File: src/rtl/kfpi_pkg.sv
package kfpi_pkg;
    localparam int DEF_TABLE_DEPTH = 128;

    localparam logic [1:0] OP_RESTART = 2'd0;
    localparam logic [1:0] OP_APPEND  = 2'd1;
    localparam logic [1:0] OP_QUERY   = 2'd2;

    localparam logic [1:0] ST_OK    = 2'd0;
    localparam logic [1:0] ST_HELD  = 2'd1;
    localparam logic [1:0] ST_FULL  = 2'd2;
    localparam logic [1:0] ST_EMPTY = 2'd3;

    localparam int TIME_W = 23;
    localparam int SUM_W  = 24;
    localparam int DIFF_W = 17;
    localparam int PROD_W = 41;

    // Controller to datapath.
    typedef struct packed {
        logic       load;       // capture the input item
        logic       wr;         // write the captured point into the table
        logic       rd;         // read table entry at the read address
        logic       rd_first;   // the read is of entry 0
        logic       step;       // evaluate the fetched segment
        logic       div_start;  // start the three dividers
        logic       fin;        // capture the result
    } t_cmd;

    // Datapath to controller.
    typedef struct packed {
        logic       seg_take;   // the walk goes on past the fetched segment
        logic       div_done;
    } t_stat;
endpackage

File: src/rtl/kfpi_ctrl.sv
module kfpi_ctrl #(
    parameter int TABLE_DEPTH = kfpi_pkg::DEF_TABLE_DEPTH,
    parameter int IDX_W       = $clog2(TABLE_DEPTH)
) (
    input  logic             i_clk,
    input  logic             i_rst_n,
    input  logic             i_valid,
    output logic             o_ready,
    input  logic [1:0]       i_op,
    output logic             o_valid,
    input  logic             i_ready,
    input  kfpi_pkg::t_stat  i_stat,
    output kfpi_pkg::t_cmd   o_cmd,
    output logic [IDX_W-1:0] o_wr_addr,
    output logic [IDX_W-1:0] o_rd_addr,
    output logic             o_wr_zero_dur,
    output logic             o_res_zero,
    output logic             o_res_interp,
    output logic [1:0]       o_status
);
    import kfpi_pkg::*;

    localparam logic [2:0] S_IDLE = 3'd0;
    localparam logic [2:0] S_WR   = 3'd1;
    localparam logic [2:0] S_RD   = 3'd2;
    localparam logic [2:0] S_STEP = 3'd3;
    localparam logic [2:0] S_DIV  = 3'd4;
    localparam logic [2:0] S_WAIT = 3'd5;
    localparam logic [2:0] S_FIN  = 3'd6;
    localparam logic [2:0] S_OUT  = 3'd7;

    logic [2:0] r_state, n_state;
    logic [1:0] r_op;
    logic [7:0] r_count;
    logic [7:0] r_idx;
    logic       r_zero, r_interp;
    logic [1:0] r_status;
    logic       w_accept;

    assign w_accept      = i_valid && o_ready;
    assign o_ready       = (r_state == S_IDLE);
    assign o_valid       = (r_state == S_OUT);
    assign o_wr_zero_dur = (i_op == OP_RESTART);
    assign o_wr_addr     = (r_op == OP_RESTART) ? '0 : r_count[IDX_W-1:0];
    assign o_rd_addr     = r_idx[IDX_W-1:0];
    assign o_res_zero    = r_zero;
    assign o_res_interp  = r_interp;
    assign o_status      = r_status;

    always_comb begin
        o_cmd          = '0;
        o_cmd.load     = w_accept;
        o_cmd.wr       = (r_state == S_WR);
        o_cmd.rd       = (r_state == S_RD);
        o_cmd.rd_first = (r_state == S_RD) && (r_idx == 8'd0);
        o_cmd.step     = (r_state == S_STEP);
        o_cmd.div_start = (r_state == S_DIV);
        o_cmd.fin      = (r_state == S_FIN);
    end

    always_ff @(posedge i_clk) begin
        if (!i_rst_n) begin
            r_state  <= S_IDLE;
            r_count  <= '0;
            r_op     <= OP_RESTART;
            r_idx    <= '0;
            r_zero   <= 1'b0;
            r_interp <= 1'b0;
            r_status <= ST_OK;
        end else begin
            r_state <= n_state;
            unique case (r_state)
                S_IDLE: if (w_accept) begin
                    r_op     <= i_op;
                    r_idx    <= '0;
                    r_zero   <= 1'b1;
                    r_interp <= 1'b0;
                    r_status <= ST_OK;
                    if (i_op == OP_APPEND && r_count >= 8'(TABLE_DEPTH))
                        r_status <= ST_FULL;
                    if (i_op == OP_QUERY && r_count == 8'd0)
                        r_status <= ST_EMPTY;
                end
                S_WR: begin
                    r_count <= (r_op == OP_RESTART) ? 8'd1 : r_count + 8'd1;
                end
                S_RD: ;
                S_STEP: begin
                    r_zero <= 1'b0;
                    if (r_idx == 8'd0 || i_stat.seg_take) begin
                        r_idx <= r_idx + 8'd1;
                        if (r_idx + 8'd1 >= r_count) r_status <= ST_HELD;
                    end
                end
                S_DIV:  r_interp <= 1'b1;
                S_WAIT: ;
                S_FIN:  ;
                S_OUT:  ;
                default: ;
            endcase
        end
    end

    always_comb begin
        n_state = r_state;
        unique case (r_state)
            S_IDLE: if (w_accept) begin
                priority if (i_op == OP_RESTART) n_state = S_WR;
                else if (i_op == OP_APPEND && r_count < 8'(TABLE_DEPTH)) n_state = S_WR;
                else if (i_op == OP_QUERY && r_count != 8'd0) n_state = S_RD;
                else n_state = S_FIN;
            end
            S_WR:   n_state = S_FIN;
            S_RD:   n_state = S_STEP;
            S_STEP: begin
                if (r_idx == 8'd0 || i_stat.seg_take)
                    n_state = (r_idx + 8'd1 >= r_count) ? S_FIN : S_RD;
                else
                    n_state = S_DIV;
            end
            S_DIV:  n_state = S_WAIT;
            S_WAIT: if (i_stat.div_done) n_state = S_FIN;
            S_FIN:  n_state = S_OUT;
            S_OUT:  if (i_ready) n_state = S_IDLE;
            default: n_state = S_IDLE;
        endcase
    end
endmodule

File: config.mk
export PLATFORM = sky130hd
export DESIGN_NAME = kfpi_ctrl
export DESIGN_NICKNAME = d
export VERILOG_FILES = /design/src/rtl/kfpi_pkg.sv /design/src/rtl/kfpi_ctrl.sv
export SDC_FILE = /design/constraint.sdc
export NUM_CORES = 1
export LEC_CHECK = 0
export BUFFER_PORTS_ARGS = -buffer_cell sky130_fd_sc_hd__buf_2
export CAP_MARGIN = 15
export CORE_ASPECT_RATIO = 0.5
export CORE_MARGIN = 4
export CORE_UTILIZATION = 30
export CTS_CLUSTER_SIZE = 28
export DETAILED_ROUTE_END_ITERATION = 8
export GPL_TIMING_DRIVEN = 0
export SETUP_SLACK_MARGIN = 0.1
export SYNTH_ARGS = -nofsm -noshare
export SYNTH_HDL_FRONTEND = slang
export SYNTH_SLANG_ARGS = --single-unit
export TNS_END_PERCENT = 100
File: constraint.sdc
create_clock -name i_clk -period 2.2 [get_ports i_clk]
set_input_delay 0.33 -clock i_clk [delete_from_list [all_inputs] [get_ports i_clk]]
set_output_delay 0.33 -clock i_clk [all_outputs]
set_load 0.01 [all_outputs]
==> results.sh, run 1 <==
export IMPL_rsz0062_at_grt="true"
export IMPL_yosysMostFrequentCell="nor2_1"
export IMPL_synth_seq_area_share_pct=29.7
export IMPL_crit_start="r_idx[0]$_SDFFE_PN0P_"
export IMPL_cp_max_fo=5
export IMPL_initialDrtViolationCount=69
export IMPL_cellPowerDensity_mw_per_mm2=746
export IMPL_irDropWorstVdd_mv=0.364
export IMPL_antenna_found_initial=0
export IMPL_hold_viol=0
export IMPL_num_rows=18
export IMPL_finalPower_mw=1.69
export IMPL_fillers=531
export IMPL_syn_area_per_cell_um2=7.80
export IMPL_synth_top_cell_area_share_pct=29.7
export IMPL_synthTopCellsByArea="dfxtp_1 30%, ha_1 8.9%, nor2_1 6.5%"
export IMPL_core_mm2=0.00518
export IMPL_async_flop_share_pct=0
export IMPL_critPathLaunchType="flop"
export IMPL_synth_flop_cell="dfxtp_1"
export IMPL_cpMaxStageDelayCell="or4_4"
export IMPL_post_route_min_period_ns=2.17
export IMPL_port_buffers=35
export IMPL_drv_slew=0
export IMPL_placed_area_mm2=0.00198
export IMPL_relSlewSlack_pct=64.2
export IMPL_path_clk_slew_ns=0.07
export IMPL_required_ns=2.33
export IMPL_yosysWarnings=0
export IMPL_syn_nets=236
export IMPL_die_y_um=61.0
export IMPL_p_leak_nw=1.00
export IMPL_cap_violations=0
export IMPL_die_w_um=114
export IMPL_routedWlPerCell_um=13.1
export IMPL_grt_pass1_vias=1524
export IMPL_synthesis_area_mm2=0.00168
export IMPL_cts_tree="done"
export IMPL_syn_inst=216
export IMPL_diodes=0
export IMPL_max_stage_delay_ns=0.52
export IMPL_drive_gt1_share_pct=34.6
export IMPL_dieArea_mm2=0.00695
export IMPL_critPathCaptureType="flop"
export IMPL_cts_sink_count=25
export IMPL_max_freq_ghz=0.461
export IMPL_grt_start_max_net_pins=16
export IMPL_path_common_cell="ha_4"
export IMPL_grt_ovfl_total=0
export IMPL_run_status="finished, final reports clean"
export IMPL_routed_wl_mm=4.35
export IMPL_clk_path_buf_depth=2
export IMPL_nets=284
export IMPL_h_tree_depth=1
export IMPL_timing_rr_start="r_idx[0]$_SDFFE_PN0P_"
export IMPL_insertion_delay_ns=0.26
export IMPL_first_pass_iters=4
export IMPL_area_growth_syn_to_layout_pct=34.2
export IMPL_synth_edf_count=0
export IMPL_cp_num_buf_inv=0
export IMPL_hp_start="i_op[0]"
export IMPL_crit_arrival_ns=2.30
export IMPL_cp_cell_sequence="ha_4 > nor2b_4 > or2_4 > ha_4 > or4_4 > a21oi_4 > o31ai_4 > a211oi_2 > nor3_1"
export IMPL_synth_distinct_cells=46
export IMPL_synth_seq_cells=25
export IMPL_start_util_pct=32.5
export IMPL_period_share_pct=98.6
export IMPL_via_count=1628
export IMPL_holdBufCountCts=0
export IMPL_drc_errors=0
export IMPL_vias_per_cell=4.89
export IMPL_yosys_area_top_type="dfxtp_1"
export IMPL_gp_congestion=0.848
export IMPL_final_area_mm2=0.00226
export IMPL_grt_pass1_wl_mm=7.22
export IMPL_fin_worst_skew_ns=0.00263
export IMPL_hp_class="in2reg"
export IMPL_ios=36
export IMPL_finalSetupViolations=0
export IMPL_worstMarginPinSlew_ns=0.535
export IMPL_path_class="reg2reg"
export IMPL_cp_top_family="simple AND/OR/NAND/NOR gates"
export IMPL_clockRootBuffer="clkbuf_16"
export IMPL_place_hpwl_mm=3.32
export IMPL_numCtsBuffers=3
export IMPL_grt_total_usage_pct=13.0
export IMPL_route_antenna_remaining_nets=0
export IMPL_yosys_top_cells_count="29 x nor2_1, 25 x dfxtp_1, 22 x nand2_1"
## logic make-up (layout without fill, tap and decap cells)
| family | Yosys count | count (layout) | share of synthesized area (%) |
|---|---|---|---|
| mux | 1 | 1 | 0.594 |
| fa+ha+maj | 12 | 12 | 8.92 |
| buf+inv | 29 | 76 | 8.77 |
| compound gates | 41 | 41 | 14.8 |
| flops | 25 | 25 | 29.7 |
| simple gates | 97 | 97 | 31.5 |
| xor+xnor | 11 | 11 | 5.72 |
## final timing paths
path	end	slack [ns]	cells past startpoint
setup reg to reg	o_status[0]$_SDFFE_PN0P_	0.03	9
setup / recovery	o_status[0]$_SDFFE_PN0P_	0.03	9
hold reg to reg	r_op[0]$_SDFFE_PN0P_	0.46	2
hold / removal	r_op[0]$_SDFFE_PN0P_	0.34	3
## state kept, by name, indices dropped and copies added, names as in the netlist
register / count
o_res_zero: 1
r_idx: 8
r_state: 3
r_op: 2
r_count: 8
o_status: 2
o_res_interp: 1
## per-stage QoR
stage	utilization, %	TNS [ns]	instances	setup slack, ns	hold WS, ns
6_report	43.6	0	333	0.0298	0.344
5_1_grt	43.6	-0.157	333	-0.0636	0.359
4_1_cts	42.5	-0.0345	330	-0.0345	0.345
3_5_place_dp	38.2	-0.568	321	-0.214	0.455
3_3_place_gp	38.2	-0.493	321	-0.204	0.442
2_1_floorplan	-	0	216	0.0845	0.436
## worst register-to-register path, stage by stage (launching register included)
cell and delay, ns:
dfxtp_4 0.37, ha_4 0.17, nor2b_4 0.12, or2_4 0.23
ha_4 0.16, or4_4 0.52, a21oi_4 0.15, o31ai_4 0.09
a211oi_2 0.18, nor3_1 0.06
## where the power goes
| part | internal (mW) | switching, mW |
|---|---|---|
| registers | 0.510 | 0.0573 |
| clock network | 0.247 | 0.173 |
| logic | 0.291 | 0.408 |
| total | 1.05 | 0.638 |
## cell usage in the layout, fill, tap and decap left out, drive strengths merged, types with 2 or more instances in the layout
cell type and count:
a211oi 3, a21oi 16, and2 2, and3 4
buf 56, clkbuf 5, dfxtp 25, ha 12
inv 14, nand2 22, nand2b 3, nand3 9
nand4 2, nor2 29, nor2b 4, nor3 8
nor3b 3, o21a 2, o21ai 11, o31ai 2
xnor2 7, xor2 4
## metal layers
metal	wire length, µm	track usage (%)	share of wire [%]	vias to the layer above
met5	0	0	0	-
met4	85	4.06	2.0	0
met3	211	3.29	4.8	10
met2	1920	20.6	44	42
met1	2140	17.5	49	745
li1	-	-	-	831
## area by class of cell
| cell class | instances | area [µm²] | share of cell area, % |
|---|---|---|---|
| multi-input combinational | 162 | 1190 | 52.9 |
| sequential | 25 | 513 | 22.7 |
| timing repair buffer | 43 | 235 | 10.4 |
| buffer | 15 | 95.1 | 4.21 |
| tap | 70 | 87.6 | 3.87 |
| clock buffer | 3 | 75.1 | 3.32 |
| inverter | 14 | 52.6 | 2.32 |
| clock inverter | 1 | 7.51 | 0.332 |
## timing repair
item                       CTS  global route
setup buffers                5             3
gates resized for setup     19             6
pin swaps                    9             7
setup endpoints to repair    3             4
Power figures use the tool's default switching activity.
==> run 2: changes to the inputs <==
Settings changed: HOLD_SLACK_MARGIN from default to 0.08, PLACE_DENSITY from default to 0.54.
==> run 2 against run 1 <==
Setup slack got worse by 0.0076 ns. Final cell count rose by 0.60%. Sequential power is essentially flat. Register-to-register slack barely moved. Clock power is 1% lower. Maximum frequency shrank 0.35%. Hold slack improved by 0.0087 ns. Final area increased by 1.6%. Combinational power up 3%. Critical path type unchanged. Critical endpoint is now o_status[1]$_SDFFE_PN0P_. Largest power group unchanged. Highest routed layer unchanged.
==> results.sh, run 2 (same netlist as run 1, synthesis figures left out) <==
export IMPL_run_status="finished, final reports clean"
export IMPL_crit_arrival_ns=2.34
export IMPL_ios=36
export IMPL_rsz0062_at_grt="true"
export IMPL_post_route_min_period_ns=2.18
export IMPL_clk_path_buf_depth=2
export IMPL_dpl_cell_count=321
export IMPL_hp_start="i_op[0]"
export IMPL_grt_ovfl_total=0
export IMPL_die_w_um=114
export IMPL_layout_common_cells="39 x buf_2, 28 x nor2_1, 22 x nand2_1"
export IMPL_via_count=1616
export IMPL_clockRootBuffer="clkbuf_16"
export IMPL_critPathLaunchType="flop"
export IMPL_holdBufCountCts=0
export IMPL_grt_pass1_vias=1581
export IMPL_hp_class="in2reg"
export IMPL_cp_num_buf_inv=0
export IMPL_core_mm2=0.00518
export IMPL_start_util_pct=32.5
export IMPL_period_share_pct=99.0
export IMPL_critPathCaptureType="flop"
export IMPL_cp_cell_sequence="and3_4 > and3_4 > and3_4 > xor2_4 > ha_4 > nand3_2 > o31ai_4 > a21oi_1 > o21a_1"
export IMPL_grt_total_usage_pct=13.8
export IMPL_dieArea_mm2=0.00695
export IMPL_cpMaxStageDelayCell="dfxtp_4"
export IMPL_path_class="reg2reg"
export IMPL_nets=286
export IMPL_initialDrtViolationCount=38
export IMPL_gp_congestion=0.834
export IMPL_path_common_cell="and3_4"
export IMPL_cp_max_fo=4
export IMPL_crit_start="r_idx[1]$_SDFFE_PN0P_"
export IMPL_final_cell_count_no_fill=335
export IMPL_num_rows=18
export IMPL_fin_ws_ns=0.0222
export IMPL_insertion_delay_ns=0.26
export IMPL_pre_cts_ws_ns=-0.265
export IMPL_grt_pass1_wl_mm=7.70
export IMPL_route_antenna_remaining_nets=0
export IMPL_place_hpwl_mm=3.41
export IMPL_diodes=0
export IMPL_max_freq_ghz=0.459
export IMPL_timing_rr_start="r_idx[1]$_SDFFE_PN0P_"
export IMPL_cp_top_family="simple AND/OR/NAND/NOR gates"
export IMPL_routed_wl_mm=4.61
export IMPL_cts_tree="done"
export IMPL_path_clk_slew_ns=0.07
export IMPL_drc_errors=0
export IMPL_cap_violations=0
export IMPL_h_tree_depth=1
export IMPL_port_buffers=35
export IMPL_required_ns=2.36
export IMPL_drv_slew=0
export IMPL_cts_sink_count=25
export IMPL_routedWlPerCell_um=13.8
export IMPL_fin_worst_skew_ns=0.00369
export IMPL_die_y_um=61.0
export IMPL_numCtsBuffers=3
export IMPL_grt_start_max_net_pins=15
export IMPL_finalPower_mw=1.70
export IMPL_hold_viol=0
export IMPL_final_area_mm2=0.00230
export IMPL_layout_commonest_cell="buf_2"
export IMPL_antenna_found_initial=0
export IMPL_largestRegisters="r_count: 8 flops, r_idx: 8 flops, r_state: 3 flops"
export IMPL_drive_gt1_share_pct=37.0
export IMPL_cellPowerDensity_mw_per_mm2=740
export IMPL_area_growth_syn_to_layout_pct=36.4
export IMPL_worstMarginPinSlew_ns=0.572
export IMPL_finalSetupViolations=0
export IMPL_vias_per_cell=4.82
export IMPL_p_leak_nw=1.02
export IMPL_relSlewSlack_pct=61.7
export IMPL_fin_tns_setup_ns=0
export IMPL_irDropWorstVdd_mv=0.381
export IMPL_first_pass_iters=4
export IMPL_max_stage_delay_ns=0.37
export IMPL_placed_area_mm2=0.00198
==> run 2: cell count changes in the layout (fill, tap and decap cells not counted), sizes merged <==
cell / change
buf: +2
clkinv: +1
clkinvlp: -1
==> run 2: layout make-up <==
type / count / area (µm²)
Tap cell: 70 / 87.6
Inverter: 14 / 52.6
Clock inverter: 1 / 5.00
Sequential cell: 25 / 513
Multi-Input combinational cell: 162 / 1220
Clock buffer: 3 / 75.1
Buffer: 15 / 95.1
Fill cell: 541 / 2880
Timing Repair Buffer: 45 / 250
==> run 2: stage by stage <==
stage | utilization, % | hold WS, ns
2_1_floorplan | - | 0.436
3_3_place_gp | 38.2 | 0.442
3_5_place_dp | 38.2 | 0.455
4_1_cts | 43.8 | 0.349
5_1_grt | 44.3 | 0.362
6_report | 44.3 | 0.352
==> run 2: layer usage <==
| metal | part of all wire [%] | routed length, µm | GRT usage (%) |
|---|---|---|---|
| met1 | 51 | 2350 | 19.4 |
| met2 | 44 | 2040 | 23.1 |
| met3 | 4.4 | 201 | 2.39 |
| met5 | 0 | 0 | 0 |
| met4 | 0.52 | 24 | 2.03 |
==> run 2: worst paths after layout <==
kind	end	slack (ns)	depth (start not counted)
worst max register to register	o_status[1]$_SDFFE_PN0P_	0.02	9
worst max-delay path	o_status[1]$_SDFFE_PN0P_	0.02	9
worst min register to register	r_op[0]$_SDFFE_PN0P_	0.46	2
worst min-delay path	r_op[0]$_SDFFE_PN0P_	0.35	3
==> run 2: tightest hold or removal path: cells and delay by family <==
family	cells	cell delay [ns]
buf+inv	1	0.13
simple gates	1	0.06
compound gates	1	0.05
==> run 2: timing repair <==
item                       in CTS  in global routing
cloned                          0                  0
setup buffers                   8                  2
pin swaps                      11                  5
setup endpoints to repair       3                  4
gates resized for setup        29                  2
==> run 2: where the power goes <==
group	internal (mW)	total [mW]	switching, mW
clock	0.245	0.415	0.170
sequential	0.510	0.569	0.0590
combinational	0.296	0.717	0.421
total	1.05	1.70	0.649
==> run 3: changes to the inputs <==
--- a/config.mk
+++ b/config.mk
@@ -8,3 +8,3 @@
 export BUFFER_PORTS_ARGS = -buffer_cell sky130_fd_sc_hd__buf_2
-export CAP_MARGIN = 15
+export CAP_MARGIN = 20
 export CORE_ASPECT_RATIO = 0.5
==> constraint.sdc (replaced) <==
create_clock -name i_clk -period 2.2 [get_ports i_clk]
set_input_delay 0.55 -clock i_clk [delete_from_list [all_inputs] [get_ports i_clk]]
set_output_delay 0.55 -clock i_clk [all_outputs]
set_load 0.01 [all_outputs]
==> run 3 against run 2 <==
Count of clock-buffer cells in the layout is the same. Register-to-register slack about the same. Clock skew hardly changed. Maximum frequency is essentially flat. First-iteration DRC count rose by 34%. Non-clock buffer count increased by 2. Global-route usage is essentially flat.
==> results.sh, run 3 (same netlist as run 1, synthesis figures left out) <==
export IMPL_die_w_um=114
export IMPL_antenna_found_initial=0
export IMPL_worstMarginPinSlew_ns=0.572
export IMPL_dieArea_mm2=0.00695
export IMPL_fin_util_pct=44.7
export IMPL_whs_ns=0.463
export IMPL_relSlewSlack_pct=61.7
export IMPL_required_ns=2.38
export IMPL_numCtsBuffers=3
export IMPL_first_pass_iters=4
export IMPL_finalSetupViolations=0
export IMPL_diodes=0
export IMPL_regArea_um2=514
export IMPL_dpl_cell_count=321
export IMPL_initialDrtViolationCount=51
export IMPL_multi_input_area_mm2=0.00122
export IMPL_r2r_slack_ns=0.02
export IMPL_cp_max_fo=4
export IMPL_die_y_um=61.0
export IMPL_port_buffers=35
export IMPL_finalPower_mw=1.74
export IMPL_fillers=540
export IMPL_path_clk_slew_ns=0.07
export IMPL_fin_worst_skew_ns=0.00406
export IMPL_area_growth_syn_to_layout_pct=37.5
export IMPL_path_class="reg2reg"
export IMPL_fin_tns_setup_ns=0
export IMPL_run_status="finished, final reports clean"
export IMPL_start_util_pct=32.5
export IMPL_critPathCaptureType="flop"
export IMPL_place_hpwl_mm=3.41
export IMPL_hold_viol=0
export IMPL_layout_commonest_cell="buf_2"
export IMPL_critPathLaunchType="flop"
export IMPL_period_share_pct=99.0
export IMPL_routed_top_layer="met4"
export IMPL_routedWlPerCell_um=13.8
export IMPL_met2WireLength_mm=2.07
export IMPL_cellPowerDensity_mw_per_mm2=752
export IMPL_route_antenna_remaining_nets=0
export IMPL_max_freq_ghz=0.459
export IMPL_routed_wl_mm=4.64
export IMPL_gp_congestion=0.834
export IMPL_grt_pass1_wl_mm=7.69
export IMPL_grt_start_max_net_pins=15
export IMPL_wl_met1_mm=2.35
export IMPL_via_count=1634
export IMPL_ios=36
export IMPL_hp_class="reg2reg"
export IMPL_rsz0062_at_grt="true"
export IMPL_drive_gt1_share_pct=38.6
export IMPL_grt_total_usage_pct=13.8
export IMPL_post_route_min_period_ns=2.18
export IMPL_h_tree_depth=1
export IMPL_nets=288
export IMPL_grt_ovfl_total=0
export IMPL_layout_common_cells="39 x buf_2, 27 x nor2_1, 22 x nand2_1"
export IMPL_core_mm2=0.00518
export IMPL_cap_violations=0
export IMPL_cts_sink_count=25
export IMPL_wl_met3_um=194
export IMPL_clk_path_buf_depth=2
export IMPL_largestRegisters="r_count: 8 flops, r_idx: 8 flops, r_state: 3 flops"
export IMPL_drc_errors=0
export IMPL_final_cell_count_no_fill=337
export IMPL_num_rows=18
export IMPL_crit_arrival_ns=2.36
export IMPL_irDropWorstVdd_mv=0.384
export IMPL_drv_slew=0
export IMPL_vias_per_cell=4.85
export IMPL_cts_tree="done"
export IMPL_insertion_delay_ns=0.26
export IMPL_p_leak_nw=1.03
export IMPL_grt_pass1_vias=1582
export IMPL_clockRootBuffer="clkbuf_16"
export IMPL_holdBufCountCts=0
[run 3: cell types whose count changed in the layout (fill, tap and decap cells not counted), sizes merged]
cell,delta
buf,+2
[run 3: repair_timing]
action / in CTS / in global routing
resized for setup: 31 / 3
setup endpoints to repair: 5 / 7
buffers inserted: 8 / 4
pin swaps: 11 / 6
[run 3: cell type report]
| class | count | share of cell area (%) |
|---|---|---|
| clock buffers | 3 | 3.24 |
| multi-input cells | 162 | 52.7 |
| inverters | 14 | 2.27 |
| repair buffers | 47 | 11.5 |
| flip-flops and latches | 25 | 22.2 |
| well taps | 70 | 3.78 |
| clock inverters | 1 | 0.216 |
| plain buffers | 15 | 4.11 |
[run 3: where the power goes]
part	total [mW]	switching [mW]	leakage, nW	internal, mW
combinational	0.757	0.434	0.782	0.323
sequential	0.572	0.0604	0.206	0.512
clock	0.414	0.168	0.0409	0.245
total	1.74	0.662	1.03	1.08
[run 3: metal layers]
| layer | GRT usage (%) | up-vias |
|---|---|---|
| met5 | 0 | - |
| met4 | 2.03 | 0 |
| met3 | 2.39 | 5 |
| met2 | 23.1 | 34 |
| met1 | 19.3 | 759 |
| li1 | - | 836 |
[run 3: path summary, 6_finish.rpt]
kind / from / to / cells after the start
setup reg to reg: r_idx[1]$_SDFFE_PN0P_ / r_state[2]$_SDFFE_PN0P_ / 9
hold reg to reg: r_op[0]$_SDFFE_PN0P_ / r_op[0]$_SDFFE_PN0P_ / 2
setup / recovery: r_idx[1]$_SDFFE_PN0P_ / r_state[2]$_SDFFE_PN0P_ / 9
hold / removal: r_op[0]$_SDFFE_PN0P_ / r_op[0]$_SDFFE_PN0P_ / 2
[run 3: critical path, cell delays in order (launching register included)]
cell      delay (ns)
dfxtp_4         0.37
and3_4          0.19
and3_4          0.19
and3_4          0.20
xor2_4          0.16
ha_4            0.29
nand3_2         0.07
o31ai_4         0.32
o21ai_2         0.09
a221oi_2        0.20
[run 3: metrics by stage]
| step | area, µm² | setup WS (ns) |
|---|---|---|
| floorplan | 1720 | 0.0845 |
| global placement | 1980 | -0.194 |
| detailed placement | 1980 | -0.265 |
| CTS | 2270 | 0.0151 |
| global route | 2320 | -0.0434 |
| finish | 2320 | 0.0209 |
